**config.mk**
```make
export PLATFORM = sky130hd
export DESIGN_NAME = lifting_wavelet_row_with_gate_flat
export DESIGN_NICKNAME = d
export VERILOG_FILES = /design/src/rtl/core/lwg_pkg.sv /design/src/rtl/core/lwg_stream_if.sv /design/src/rtl/core/lwg_cfg.sv /design/src/rtl/core/lwg_front.sv /design/src/rtl/core/lwg_lift.sv /design/src/rtl/core/lifting_wavelet_row_with_gate.sv /design/src/flat_wrapper.sv
export SDC_FILE = /design/constraint.sdc
export NUM_CORES = 1
export LEC_CHECK = 0
export BUFFER_PORTS_ARGS = -buffer_cell sky130_fd_sc_hd__buf_2
export CAP_MARGIN = 5
export CORE_UTILIZATION = 30
export DETAILED_ROUTE_END_ITERATION = 8
export GPL_TIMING_DRIVEN = 0
export HOLD_SLACK_MARGIN = 0.08
export PLACE_DENSITY = 0.44
export SETUP_SLACK_MARGIN = 0.3
export SKIP_LAST_GASP = 1
export SYNTH_ARGS = -nofsm -noshare
export SYNTH_HDL_FRONTEND = slang
export SYNTH_SLANG_ARGS = --single-unit
```
**constraint.sdc**
```tcl
create_clock -name clk -period 6.4 [get_ports clk]
set_clock_uncertainty 0.1 [all_clocks]
set_input_delay 1.28 -clock clk [delete_from_list [all_inputs] [get_ports clk]]
set_output_delay 1.28 -clock clk [all_outputs]
set_load 0.005 [all_outputs]
```
**src/rtl/core/lwg_pkg.sv**
```systemverilog
// ----------------------------------------------------------------------------
// lwg_pkg
// Shared types and constants of the gated row lifting wavelet.
// ----------------------------------------------------------------------------
package lwg_pkg;

    localparam int SAMPLE_W = 16;
    localparam int INDEX_W  = 11;
    localparam int GATE_W   = 15;
    localparam int PADDR_W  = 3;
    localparam int PDATA_W  = 32;

    // register index, taken from paddr[2]
    localparam logic REG_GATE = 1'b0;

    // pair operands handed from the sample sequencer to the lifting stages
    typedef struct packed {
        logic signed [SAMPLE_W-1:0] even;
        logic signed [SAMPLE_W-1:0] odd;
        logic signed [SAMPLE_W-1:0] next_even;
        logic                       last;
        logic                       first;
        logic [INDEX_W-1:0]         index;
    } pair_t;

    // pair after the predict step
    typedef struct packed {
        logic signed [SAMPLE_W-1:0] even;
        logic signed [SAMPLE_W-1:0] h;
        logic                       last;
        logic                       first;
        logic [INDEX_W-1:0]         index;
    } detail_t;

endpackage

```
**src/rtl/core/lwg_stream_if.sv**
```systemverilog
// ----------------------------------------------------------------------------
// lwg_stream_if
// Valid/ready channels for row samples and for coefficient pairs.
// ----------------------------------------------------------------------------
interface lwg_in_if;
    logic                                valid;
    logic                                ready;
    logic signed [lwg_pkg::SAMPLE_W-1:0] sample;
    logic                                row_end;

    modport source (output valid, output sample, output row_end, input ready);
    modport sink   (input valid, input sample, input row_end, output ready);
endinterface

interface lwg_out_if;
    logic                                valid;
    logic                                ready;
    logic signed [lwg_pkg::SAMPLE_W-1:0] lowpass;
    logic signed [lwg_pkg::SAMPLE_W-1:0] highpass;
    logic [lwg_pkg::INDEX_W-1:0]         pair_index;
    logic                                last_pair;

    modport source (output valid, output lowpass, output highpass, output pair_index,
                    output last_pair, input ready);
    modport sink   (input valid, input lowpass, input highpass, input pair_index,
                    input last_pair, output ready);
endinterface

```
**src/rtl/core/lwg_cfg.sv**
```systemverilog
// ----------------------------------------------------------------------------
// lwg_cfg
// APB register file holding the highpass gate threshold.
// ----------------------------------------------------------------------------
module lwg_cfg (
    input  logic                         clk,
    input  logic                         rst_n,
    input  logic                         psel,
    input  logic                         penable,
    input  logic                         pwrite,
    input  logic [lwg_pkg::PADDR_W-1:0]  paddr,
    input  logic [lwg_pkg::PDATA_W-1:0]  pwdata,
    output logic [lwg_pkg::PDATA_W-1:0]  prdata,
    output logic                         pready,
    output logic [lwg_pkg::GATE_W-1:0]   gate_threshold
);

    logic [lwg_pkg::GATE_W-1:0] gate_reg;
    logic [lwg_pkg::GATE_W-1:0] gate_next;
    logic                       reg_sel;

    assign reg_sel = paddr[2];
    assign pready  = 1'b1;

    always_comb
    begin
        gate_next = gate_reg;
        if (psel && penable && pwrite && (reg_sel == lwg_pkg::REG_GATE))
        begin
            gate_next = pwdata[lwg_pkg::GATE_W-1:0];
        end
    end

    always_ff @(posedge clk or negedge rst_n)
    begin
        if (!rst_n)
        begin
            gate_reg <= '0;
        end
        else
        begin
            gate_reg <= gate_next;
        end
    end

    always_comb
    begin
        prdata = '0;
        if (reg_sel == lwg_pkg::REG_GATE)
        begin
            prdata = {{(lwg_pkg::PDATA_W - lwg_pkg::GATE_W){1'b0}}, gate_reg};
        end
    end

    assign gate_threshold = gate_reg;

endmodule

```
**src/rtl/core/lwg_front.sv**
```systemverilog
// ----------------------------------------------------------------------------
// lwg_front
// Sample sequencer: tracks even/odd phase, holds neighbors, registers pairs.
// ----------------------------------------------------------------------------
module lwg_front #(
    parameter int MAX_HALF_LEN = 2048
) (
    input  logic            clk,
    input  logic            rst_n,
    lwg_in_if.sink          samples,
    output logic            pair_valid,
    output lwg_pkg::pair_t  pair,
    input  logic            pair_ready
);

    localparam int CNT_W = (MAX_HALF_LEN > 1) ? $clog2(MAX_HALF_LEN) : 1;
    localparam logic [CNT_W-1:0] CNT_MAX = CNT_W'(MAX_HALF_LEN - 1);

    logic                                phase_reg, phase_next;
    logic                                pending_reg, pending_next;
    logic signed [lwg_pkg::SAMPLE_W-1:0] even_reg, even_next;
    logic signed [lwg_pkg::SAMPLE_W-1:0] odd_reg, odd_next;
    logic [CNT_W-1:0]                    count_reg, count_next;
    logic                                s1_valid_reg, s1_valid_next;
    lwg_pkg::pair_t                      s1_reg, s1_next;

    logic                                accept;
    logic                                make;
    logic [CNT_W+lwg_pkg::INDEX_W-1:0]   count_ext;

    assign samples.ready = !s1_valid_reg || pair_ready;
    assign accept        = samples.valid && samples.ready;
    assign count_ext     = {{lwg_pkg::INDEX_W{1'b0}}, count_reg};

    always_comb
    begin
        phase_next      = phase_reg;
        pending_next    = pending_reg;
        even_next       = even_reg;
        odd_next        = odd_reg;
        count_next      = count_reg;
        make            = 1'b0;
        s1_next         = s1_reg;
        s1_next.even    = even_reg;
        s1_next.odd     = odd_reg;
        s1_next.first   = (count_reg == '0);
        s1_next.index   = count_ext[lwg_pkg::INDEX_W-1:0];
        s1_next.last    = 1'b0;
        s1_next.next_even = samples.sample;
        if (accept)
        begin
            if (!phase_reg)
            begin
                // even sample closes the waiting pair
                make         = pending_reg;
                even_next    = samples.sample;
                pending_next = 1'b0;
                phase_next   = 1'b1;
                if (pending_reg && (count_reg != CNT_MAX))
                begin
                    count_next = count_reg + CNT_W'(1);
                end
            end
            else
            begin
                odd_next   = samples.sample;
                phase_next = 1'b0;
                if (samples.row_end)
                begin
                    make         = 1'b1;
                    s1_next.odd  = samples.sample;
                    s1_next.last = 1'b1;
                    pending_next = 1'b0;
                    count_next   = '0;
                end
                else
                begin
                    pending_next = 1'b1;
                end
            end
        end
    end

    always_comb
    begin
        s1_valid_next = s1_valid_reg;
        if (accept)
        begin
            s1_valid_next = make;
        end
        else if (pair_ready)
        begin
            s1_valid_next = 1'b0;
        end
    end

    always_ff @(posedge clk or negedge rst_n)
    begin
        if (!rst_n)
        begin
            phase_reg    <= 1'b0;
            pending_reg  <= 1'b0;
            even_reg     <= '0;
            odd_reg      <= '0;
            count_reg    <= '0;
            s1_valid_reg <= 1'b0;
        end
        else
        begin
            phase_reg    <= phase_next;
            pending_reg  <= pending_next;
            even_reg     <= even_next;
            odd_reg      <= odd_next;
            count_reg    <= count_next;
            s1_valid_reg <= s1_valid_next;
        end
    end

    // hold the pair while stalled, load only on a transfer that makes one
    always_ff @(posedge clk)
    begin
        if (accept && make)
        begin
            s1_reg <= s1_next;
        end
    end

    assign pair_valid = s1_valid_reg;
    assign pair       = s1_reg;

`ifndef ASSERT_OFF
    a_row_end_clears: assert property (@(posedge clk) disable iff (!rst_n)
        accept && phase_reg && samples.row_end |=> (count_reg == '0) && !pending_reg)
        else $error("row state not cleared after row end");

    a_pair_held: assert property (@(posedge clk) disable iff (!rst_n)
        s1_valid_reg && !pair_ready |=> s1_valid_reg && $stable(s1_reg))
        else $error("pair lost while stalled");

    a_first_index: assert property (@(posedge clk) disable iff (!rst_n)
        s1_valid_reg && s1_reg.first |-> (s1_reg.index == '0))
        else $error("first pair with nonzero index");
`endif

endmodule

```
**src/rtl/core/lwg_lift.sv**
```systemverilog
// ----------------------------------------------------------------------------
// lwg_lift
// Predict and update lifting steps with highpass gating and result register.
// ----------------------------------------------------------------------------
module lwg_lift (
    input  logic                        clk,
    input  logic                        rst_n,
    input  logic                        pair_valid,
    input  lwg_pkg::pair_t              pair,
    output logic                        pair_ready,
    input  logic [lwg_pkg::GATE_W-1:0]  gate_threshold,
    lwg_out_if.source                   coefs
);

    logic                                s2_valid_reg, s2_valid_next;
    lwg_pkg::detail_t                    s2_reg, s2_next;
    logic signed [lwg_pkg::SAMPLE_W-1:0] prev_h_reg;
    logic                                out_valid_reg, out_valid_next;
    logic signed [lwg_pkg::SAMPLE_W-1:0] low_reg, low_next;
    logic signed [lwg_pkg::SAMPLE_W-1:0] high_reg, high_next;
    logic [lwg_pkg::INDEX_W-1:0]         index_reg;
    logic                                last_reg;

    logic        out_adv;
    logic        s2_move;
    logic        s1_move;

    logic signed [16:0] pair_sum, pair_adj, pair_half, odd_ext, even_ext, h_wide;
    logic signed [16:0] h_ext, prev_ext, hp_sum, hp_adj, hp_q, h_adj, h_half;
    logic signed [16:0] s2_even_ext, l_wide, gate_pos, gate_neg;
    logic               gated;

    assign out_adv    = !out_valid_reg || coefs.ready;
    assign pair_ready = !s2_valid_reg || out_adv;
    assign s1_move    = pair_valid && pair_ready;
    assign s2_move    = s2_valid_reg && out_adv;

    // predict: h = odd - (even + next_even) / 2, or odd - even on the last pair
    always_comb
    begin
        even_ext = {pair.even[15], pair.even};
        odd_ext  = {pair.odd[15], pair.odd};
        pair_sum = even_ext + {pair.next_even[15], pair.next_even};
        pair_adj = pair_sum + (pair_sum[16] ? 17'sd1 : 17'sd0);
        pair_half = pair_adj >>> 1;
        if (pair.last)
        begin
            h_wide = odd_ext - even_ext;
        end
        else
        begin
            h_wide = odd_ext - pair_half;
        end
        s2_next.even  = pair.even;
        s2_next.h     = h_wide[15:0];
        s2_next.last  = pair.last;
        s2_next.first = pair.first;
        s2_next.index = pair.index;
    end

    // update: l = even + (h + prev_h) / 4, or even + h / 2 on the first pair
    always_comb
    begin
        h_ext       = {s2_reg.h[15], s2_reg.h};
        prev_ext    = {prev_h_reg[15], prev_h_reg};
        s2_even_ext = {s2_reg.even[15], s2_reg.even};
        hp_sum      = h_ext + prev_ext;
        hp_adj      = hp_sum + (hp_sum[16] ? 17'sd3 : 17'sd0);
        hp_q        = hp_adj >>> 2;
        h_adj       = h_ext + (h_ext[16] ? 17'sd1 : 17'sd0);
        h_half      = h_adj >>> 1;
        l_wide      = s2_even_ext + (s2_reg.first ? h_half : hp_q);
        low_next    = l_wide[15:0];
        gate_pos    = $signed({2'b00, gate_threshold});
        gate_neg    = -gate_pos;
        gated       = (h_ext > gate_neg) && (h_ext < gate_pos);
        high_next   = gated ? '0 : s2_reg.h;
    end

    always_comb
    begin
        s2_valid_next = s2_valid_reg;
        if (pair_ready)
        begin
            s2_valid_next = pair_valid;
        end
        out_valid_next = out_valid_reg;
        if (out_adv)
        begin
            out_valid_next = s2_valid_reg;
        end
    end

    always_ff @(posedge clk or negedge rst_n)
    begin
        if (!rst_n)
        begin
            s2_valid_reg  <= 1'b0;
            out_valid_reg <= 1'b0;
        end
        else
        begin
            s2_valid_reg  <= s2_valid_next;
            out_valid_reg <= out_valid_next;
        end
    end

    always_ff @(posedge clk)
    begin
        if (s1_move)
        begin
            s2_reg <= s2_next;
        end
        if (s2_move)
        begin
            low_reg    <= low_next;
            high_reg   <= high_next;
            index_reg  <= s2_reg.index;
            last_reg   <= s2_reg.last;
            // ungated detail feeds the next pair's update
            prev_h_reg <= s2_reg.h;
        end
    end

    assign coefs.valid      = out_valid_reg;
    assign coefs.lowpass    = low_reg;
    assign coefs.highpass   = high_reg;
    assign coefs.pair_index = index_reg;
    assign coefs.last_pair  = last_reg;

`ifndef ASSERT_OFF
    a_prev_tracks: assert property (@(posedge clk) disable iff (!rst_n)
        s2_move |=> (prev_h_reg == $past(s2_reg.h)))
        else $error("previous detail not updated");

    a_stall_full: assert property (@(posedge clk) disable iff (!rst_n)
        !pair_ready |-> s2_valid_reg && out_valid_reg && !coefs.ready)
        else $error("stall with free stage");

    a_detail_held: assert property (@(posedge clk) disable iff (!rst_n)
        s2_valid_reg && !out_adv |=> s2_valid_reg && $stable(s2_reg))
        else $error("detail lost while stalled");
`endif

endmodule

```
**src/rtl/core/lifting_wavelet_row_with_gate.sv**
```systemverilog
// ----------------------------------------------------------------------------
// lifting_wavelet_row_with_gate
// Forward one-level 5/3 integer lifting over a row with a highpass gate.
// ----------------------------------------------------------------------------
// Throughput: one sample per cycle unless the coefficient channel stalls; a pair
//   result per two samples. A pair passes the pair register, predict stage and
//   update stage after the transfer of the sample that completes it.
// Reset: rst_n clears phase, pair count, pending pair and the gate threshold;
//   the pipeline comes up empty.
// ----------------------------------------------------------------------------
module lifting_wavelet_row_with_gate #(
    parameter int MAX_HALF_LEN = 2048
) (
    input  logic                         clk,
    input  logic                         rst_n,
    lwg_in_if.sink                       samples,
    lwg_out_if.source                    coefs,
    input  logic                         psel,
    input  logic                         penable,
    input  logic                         pwrite,
    input  logic [lwg_pkg::PADDR_W-1:0]  paddr,
    input  logic [lwg_pkg::PDATA_W-1:0]  pwdata,
    output logic [lwg_pkg::PDATA_W-1:0]  prdata,
    output logic                         pready
);

    logic [lwg_pkg::GATE_W-1:0] gate_threshold;
    logic                       pair_valid;
    logic                       pair_ready;
    lwg_pkg::pair_t             pair;

    lwg_cfg u_cfg (
        .clk            (clk),
        .rst_n          (rst_n),
        .psel           (psel),
        .penable        (penable),
        .pwrite         (pwrite),
        .paddr          (paddr),
        .pwdata         (pwdata),
        .prdata         (prdata),
        .pready         (pready),
        .gate_threshold (gate_threshold)
    );

    lwg_front #(
        .MAX_HALF_LEN (MAX_HALF_LEN)
    ) u_front (
        .clk        (clk),
        .rst_n      (rst_n),
        .samples    (samples),
        .pair_valid (pair_valid),
        .pair       (pair),
        .pair_ready (pair_ready)
    );

    lwg_lift u_lift (
        .clk            (clk),
        .rst_n          (rst_n),
        .pair_valid     (pair_valid),
        .pair           (pair),
        .pair_ready     (pair_ready),
        .gate_threshold (gate_threshold),
        .coefs          (coefs)
    );

endmodule

```
**src/flat_wrapper.sv**
```systemverilog
// flat-port wrapper written by rule: the top's interface ports become plain ports
module lifting_wavelet_row_with_gate_flat 
#(
    parameter int MAX_HALF_LEN = 2048
)
  (clk, rst_n, psel, penable, pwrite, paddr, pwdata, prdata, pready, samples_valid, samples_sample, samples_row_end, samples_ready, coefs_valid, coefs_lowpass, coefs_highpass, coefs_pair_index, coefs_last_pair, coefs_ready);
  lwg_in_if samples_i ();
  lwg_out_if coefs_i ();
  input  logic clk;
  input  logic rst_n;
  input  logic psel;
  input  logic penable;
  input  logic pwrite;
  input  logic [lwg_pkg::PADDR_W-1:0] paddr;
  input  logic [lwg_pkg::PDATA_W-1:0] pwdata;
  output logic [lwg_pkg::PDATA_W-1:0] prdata;
  output logic pready;
  input wire logic [$bits(samples_i.valid)-1:0] samples_valid;
  input wire logic [$bits(samples_i.sample)-1:0] samples_sample;
  input wire logic [$bits(samples_i.row_end)-1:0] samples_row_end;
  output wire logic [$bits(samples_i.ready)-1:0] samples_ready;
  output wire logic [$bits(coefs_i.valid)-1:0] coefs_valid;
  output wire logic [$bits(coefs_i.lowpass)-1:0] coefs_lowpass;
  output wire logic [$bits(coefs_i.highpass)-1:0] coefs_highpass;
  output wire logic [$bits(coefs_i.pair_index)-1:0] coefs_pair_index;
  output wire logic [$bits(coefs_i.last_pair)-1:0] coefs_last_pair;
  input wire logic [$bits(coefs_i.ready)-1:0] coefs_ready;
  assign samples_i.valid = samples_valid;
  assign samples_i.sample = samples_sample;
  assign samples_i.row_end = samples_row_end;
  assign samples_ready = samples_i.ready;
  assign coefs_valid = coefs_i.valid;
  assign coefs_lowpass = coefs_i.lowpass;
  assign coefs_highpass = coefs_i.highpass;
  assign coefs_pair_index = coefs_i.pair_index;
  assign coefs_last_pair = coefs_i.last_pair;
  assign coefs_i.ready = coefs_ready;
  lifting_wavelet_row_with_gate #(.MAX_HALF_LEN(MAX_HALF_LEN)) u_core (.clk(clk), .rst_n(rst_n), .samples(samples_i), .coefs(coefs_i), .psel(psel), .penable(penable), .pwrite(pwrite), .paddr(paddr), .pwdata(pwdata), .prdata(prdata), .pready(pready));
endmodule
```
### Yosys cells after proc, flatten, opt, wreduce, memory -nomap -nowiden

Index checks and enable logic that the tools add are counted.

* bits in registers: 229
* bits in latches: 0
* RAM bits: 0
* bits in read-only memories: 0
* bits of input ports: 59
* output and inout port bits: 79
* memories: 0

* add/subtract/negate cells: 10
* $mul: 0
* div/mod/pow operators: 0
* order comparisons: 2
* equal/unequal tests: 2
* shift operators: 0
* mux-type cells: 20
* bitwise gates (word level): 2
* reductions and logical operators: 21

Operator list (count)
* 16-bit two-way mux: 5
* 16-bit by 16-bit adder with 17-bit output: 2
* 11-bit two-way mux: 3
* 16-bit subtractor: 2
* 16-bit by 2-bit adder with 17-bit output: 1
* 17-bit by 2-bit adder with 17-bit output: 1
* 17-bit by 3-bit adder with 17-bit output: 1
* 16-bit by 17-bit > comparator with 1-bit output: 1
* 15-bit negator with 17-bit output: 1
* 16-bit adder: 1
* 16-bit < comparator: 1
* 15-bit two-way mux: 1
* 11-bit by 1-bit adder with 11-bit output, second input constant: 1
* 11-bit logical NOT: 1
* 11-bit != test, second input constant: 1
* 1-bit two-way mux: 10
* 1-bit logical AND: 9
* 2-bit AND reduction: 2
* 2-bit nonzero test: 2
* 1-bit logical NOT: 3
* 1-bit logical OR: 3
* 3-bit AND reduction: 1
* 2-bit two-way mux: 1
* 2-bit != test, second input constant: 1
* 1-bit NOT: 2

### Depth between registers and ports, before layout

* depth after elaboration: 7
* gate-level depth with buffers: 30
* depth with buffers taken out: 29

### Hierarchy

A second synthesis with hierarchy kept.

* cell total of the unflattened synthesis: 1181
* area total of the unflattened synthesis: 13432.9 um^2

By module, submodules not included
* lwg_lift: instances 1, cells each 878, area each 8534.4 um^2
* lwg_front: instances 1, cells each 235, area each 4035.1 um^2
* lwg_cfg: instances 1, cells each 68, area each 863.3 um^2

### Worst setup path after synthesis

OpenSTA, ideal clock, no wires.

* kind: register to register
* start point: reg u_core.u_lift.s2_reg (netlist bit u_core.u_lift.h_ext[7])
* end point: reg u_core.u_lift.low_reg (netlist bit u_core.u_lift.coefs.lowpass[15]), data pin
* library setup time: 0.260 ns
* data arrival time: 5.043 ns
* data required time: 6.040 ns
* slack: 0.997 ns
* cell stages (with the launch flop): 30
* path buffers: 2
* period minus slack after synthesis: 5.403 ns
* cells stage by stage: edfxtp_1 ha_1 clkbuf_1 nand2_1 o21bai_1 and2_1 o31ai_4 nand2_1 nand2_1 ha_1 nand2_1 o21bai_1 a41oi_2 or3_1 buf_2 nand2b_1 nor2b_1 xnor2_1 o21ai_1 ha_1 o21ai_0 nand2b_1 a21oi_1 nor2_1 o21a_1 a211o_1 a21o_1 a21o_1 xnor2_1 xnor2_1

* word-level cells in the longest chain between the ends: 5

RTL lines
* start: declaration: line lwg_lift.sv:16 `lwg_pkg::detail_t s2_reg, s2_next;`
* start signal: assignment: line lwg_lift.sv:112 `s2_reg <= s2_next;`
* 16-bit by 16-bit adder with 17-bit output: line lwg_lift.sv:67 `hp_sum = h_ext + prev_ext;`
* 2-bit two-way mux: line lwg_lift.sv:68 `hp_adj = hp_sum + (hp_sum[16] ? 17'sd3 : 17'sd0);`
* 17-bit by 3-bit adder with 17-bit output: line lwg_lift.sv:68
* 16-bit two-way mux (*): line lwg_lift.sv:72 `l_wide = s2_even_ext + (s2_reg.first ? h_half : hp_q);`
* 16-bit adder (*): line lwg_lift.sv:72
* via u_core.u_lift.l_wide[15]: line lwg_lift.sv:30 `logic signed [16:0] s2_even_ext, l_wide, gate_pos, gate_neg;`
* end signal: assignment: line lwg_lift.sv:116 `low_reg <= low_next;`
* end: declaration: line lwg_lift.sv:19 `logic signed [lwg_pkg::SAMPLE_W-1:0] low_reg, low_next;`

The timed path passes the listed nets; every way through them passes the cells marked *.
A chain may end at the register's enable or synchronous reset.

### Final worst setup path

* start point: reg u_core.u_lift.s2_reg (netlist bit u_core.u_lift.h_ext[1])
* end point: reg u_core.u_lift.low_reg (netlist bit u_core.u_lift.coefs.lowpass[15]), data pin

The elaborated chain is that of the path after synthesis.

==> impl_metrics.yaml <==
job:
  drv_cap: 0
yosys:
  syn_inst: 1257
  avgSynthCellArea_um2: 10.66
  synth_edf_count: 166
  synthMostInstantiatedCell: "nand2_1"
  yosys-top-cells-count: "nand2_1, edfxtp_1, ha_1"
  yosys_warnings: 0
  yosys-top-cells-area: "edfxtp_1, dfrtp_1, ha_1"
  yosys_register_bits: 229
  synth_ff_type: "edfxtp_1"
  syn-cell-area_um2: 13400
  synth.top_cell.area_share_pct: 37.20
  async_reset_ff_share_pct: 27.51
  synth_cell_types: 80
  yosysTopAreaCell: "edfxtp_1"
  ys_seq_area_share_pct: 48.97
timing:
  period_needed_ns: 5.772
  drv_slew: 0
  final.period_utilization_pct: 90.18
  fmax_mhz: 173.3
  tns_ns: 0
  hold_viol_final: 0
  worst_pin_slew_ns: 0.8900
  grt_setup_unrepaired: "true"
  relSlewSlack_pct: 39.92
  setup_violations: 0
cells_and_area:
  final_nets: 1590
  areaGrowthSynthToFinish_pct: 19.37
  drive_gt1_share_pct: 18.55
  seq_area_um2: 6561
  largest_reg_flops: 61
  fill_cells: 4491
  final_cells: 2042
  multi_input_area_um2: 6486
  diodes: 0
global_route:
  grt_pass1_vias: 9119
  grt_pass1_wl_um: 50230
  grt_antenna_before_repair: 0
  grt_max_degree: 62
  track_usage_pct: 14.29
  overflow: 0
hold_path:
  whs_endpoint: "u_core.u_lift.coefs.pair_index[0]"
  min_from: "u_core.u_lift.s2_reg[0]"
  worstHoldPathCells: 0
  hold_path_class: "reg2reg"
route:
  wl_per_cell_um: 15.95
  routed_wl_um: 32580
  dr.pass1.iters: 5
  route.vias.total: 9419
  ant_nets: 0
  drt_iter0_markers: 422
  drc: 0
  via_per_inst: 4.613
clock_tree:
  cts-root-buf: "clkbuf_16"
  clk_pin_slew_worst_paths_ns: 0.06
  numCtsBuffers: 28
  cts.sinks: 229
  cts_tree: "done"
  clockBufferDepth: 3
  cts_htree_levels: 1
  insertion_delay_ns: 0.56
placement:
  hpwl_um: 24030
  placed_cells: 1967
  port_buffers: 100
  globalplace.congestion: 0.7926
die:
  io_pins: 138
  die-width_um: 213.3
  rows: 77
  initial_utilization_pct: 30.37
  core_um2: 44120
  die_height_um: 213.3
  die_area_um2: 45510
worst_setup_path:
  start_kind: "flip-flop"
  cpPeakStageDelay_ns: 0.49
  slowest_stage: "edfxtp_1"
  worstRegToRegCells: 29
  cp_max_fo: 5
  worst_path_most_repeated_cell: "nand2_1"
  crit_type: "reg2reg"
  r2r_end: "u_core.u_lift.coefs.lowpass[15]"
  worst_ep_arrival_time_ns: 5.98
  reg2reg_from: "u_core.u_lift.h_ext[1]"
  cp-end-kind: "flip-flop"
  cp_data_required_time_ns: 6.60
  r2r_slack_ns: 0.63
power:
  peakVddDrop_uv: 192.9
  power.leakage_nw: 6.483
  pwr_density_cell_nw_per_um2: 355.8
run_status:
  status: "completed"
report_power, final:
group	internal [mW]	total, mW	switching (mW)
clock network	1.03	1.66	0.635
logic	0.832	1.97	1.14
registers	1.92	2.05	0.136
cell type report:
class                           instances  area share (%)
Sequential cell                       229           41.02
Multi-Input combinational cell        928           40.55
Clock buffer                           36           4.694
Tap cell                              592           4.631
Timing Repair Buffer                  125           4.522
Buffer                                 52           1.729
Inverter                               64           1.502
Clock inverter                         16           1.346
worst max-delay path: cells and delay by family, from the launching register on:
kind            cells  cell delay (ns)
simple gates       10             1.46
compound gates     11             1.72
mux                 1             0.09
flops               1             0.49
xor+xnor            2             0.28
buf+inv             2             0.29
fa+ha+maj           3             1.08
worst max-delay path by stage:
stage	start	end	cells after the start
3_5_place_dp	u_core.u_lift.h_ext[1]	u_core.u_lift.coefs.lowpass[14]	26
4_1_cts	u_core.u_lift.h_ext[7]	u_core.u_lift.coefs.lowpass[15]	29
6_report	u_core.u_lift.h_ext[1]	u_core.u_lift.coefs.lowpass[15]	29
2_1_floorplan	u_core.u_lift.h_ext[7]	u_core.u_lift.coefs.lowpass[15]	29
3_3_place_gp	u_core.u_lift.h_ext[1]	u_core.u_lift.coefs.lowpass[14]	25
5_1_grt	u_core.u_lift.h_ext[7]	u_core.u_lift.coefs.lowpass[15]	29
per-stage QoR:
stage	hold slack [ns]	utilization [%]	setup WS (ns)	total power, mW	instance area (um2)
2_1_floorplan	0.3003	-	0.9966	3.429	13460
3_3_place_gp	0.3057	33.32	-0.04546	3.967	14700
3_5_place_dp	0.3052	33.45	-0.1089	3.988	14760
4_1_cts	0.3186	35.81	0.3043	5.714	15800
5_1_grt	0.3280	36.25	0.2394	6.076	15990
6_report	0.3178	36.25	0.6283	5.690	15990
placed cells by master (no fill, tap or decap), types with 7 or more instances in the layout:
cell,synthesis,layout
nand2_1,167,166
edfxtp_1,166,166
buf_2,4,103
ha_1,99,97
nor2_1,94,94
xnor2_1,67,66
dfrtp_1,63,63
inv_1,63,62
a21oi_1,47,46
o21ai_0,45,43
buf_4,18,42
nand3_1,35,35
xor2_1,34,34
clkbuf_1,28,33
mux2_2,32,32
clkbuf_16,0,28
nor2b_1,29,27
nand2b_1,27,26
nor3_1,21,20
o21a_1,19,19
conb_1,2,18
o21ai_1,14,16
nand4_1,14,14
a21o_1,13,13
a22oi_1,13,13
mux2i_1,8,8
or3_1,8,8
o21bai_1,8,7
layer usage:
layer | global-route usage [%] | vias to the layer above | wire, um
li1 | - | 4811 | -
met1 | 20.55 | 4430 | 16240
met2 | 22.23 | 128 | 14590
met3 | 1.684 | 50 | 956
met4 | 4.778 | 0 | 790
met5 | 0 | - | 0
cell families after synthesis:
family	share of synthesized area, %
other	0.05605
AO/OA/AOI/OAI	11.38
adder cells (fa/ha/maj)	9.842
buffers and inverters	3.847
multiplexers	3.287
AND/OR/NAND/NOR	15.85
XOR/XNOR	6.770
flip-flops	48.97
timing repair:
item / in CTS / in global routing
gates resized for setup: 2 / 21
hold endpoints to repair: 0 / 0
setup endpoints to repair: 3 / 7
hold buffers: 0 / 0
buffers inserted: 9 / 14
pin swaps: 1 / 2
No activity file was read; power rests on OpenSTA's default activity.
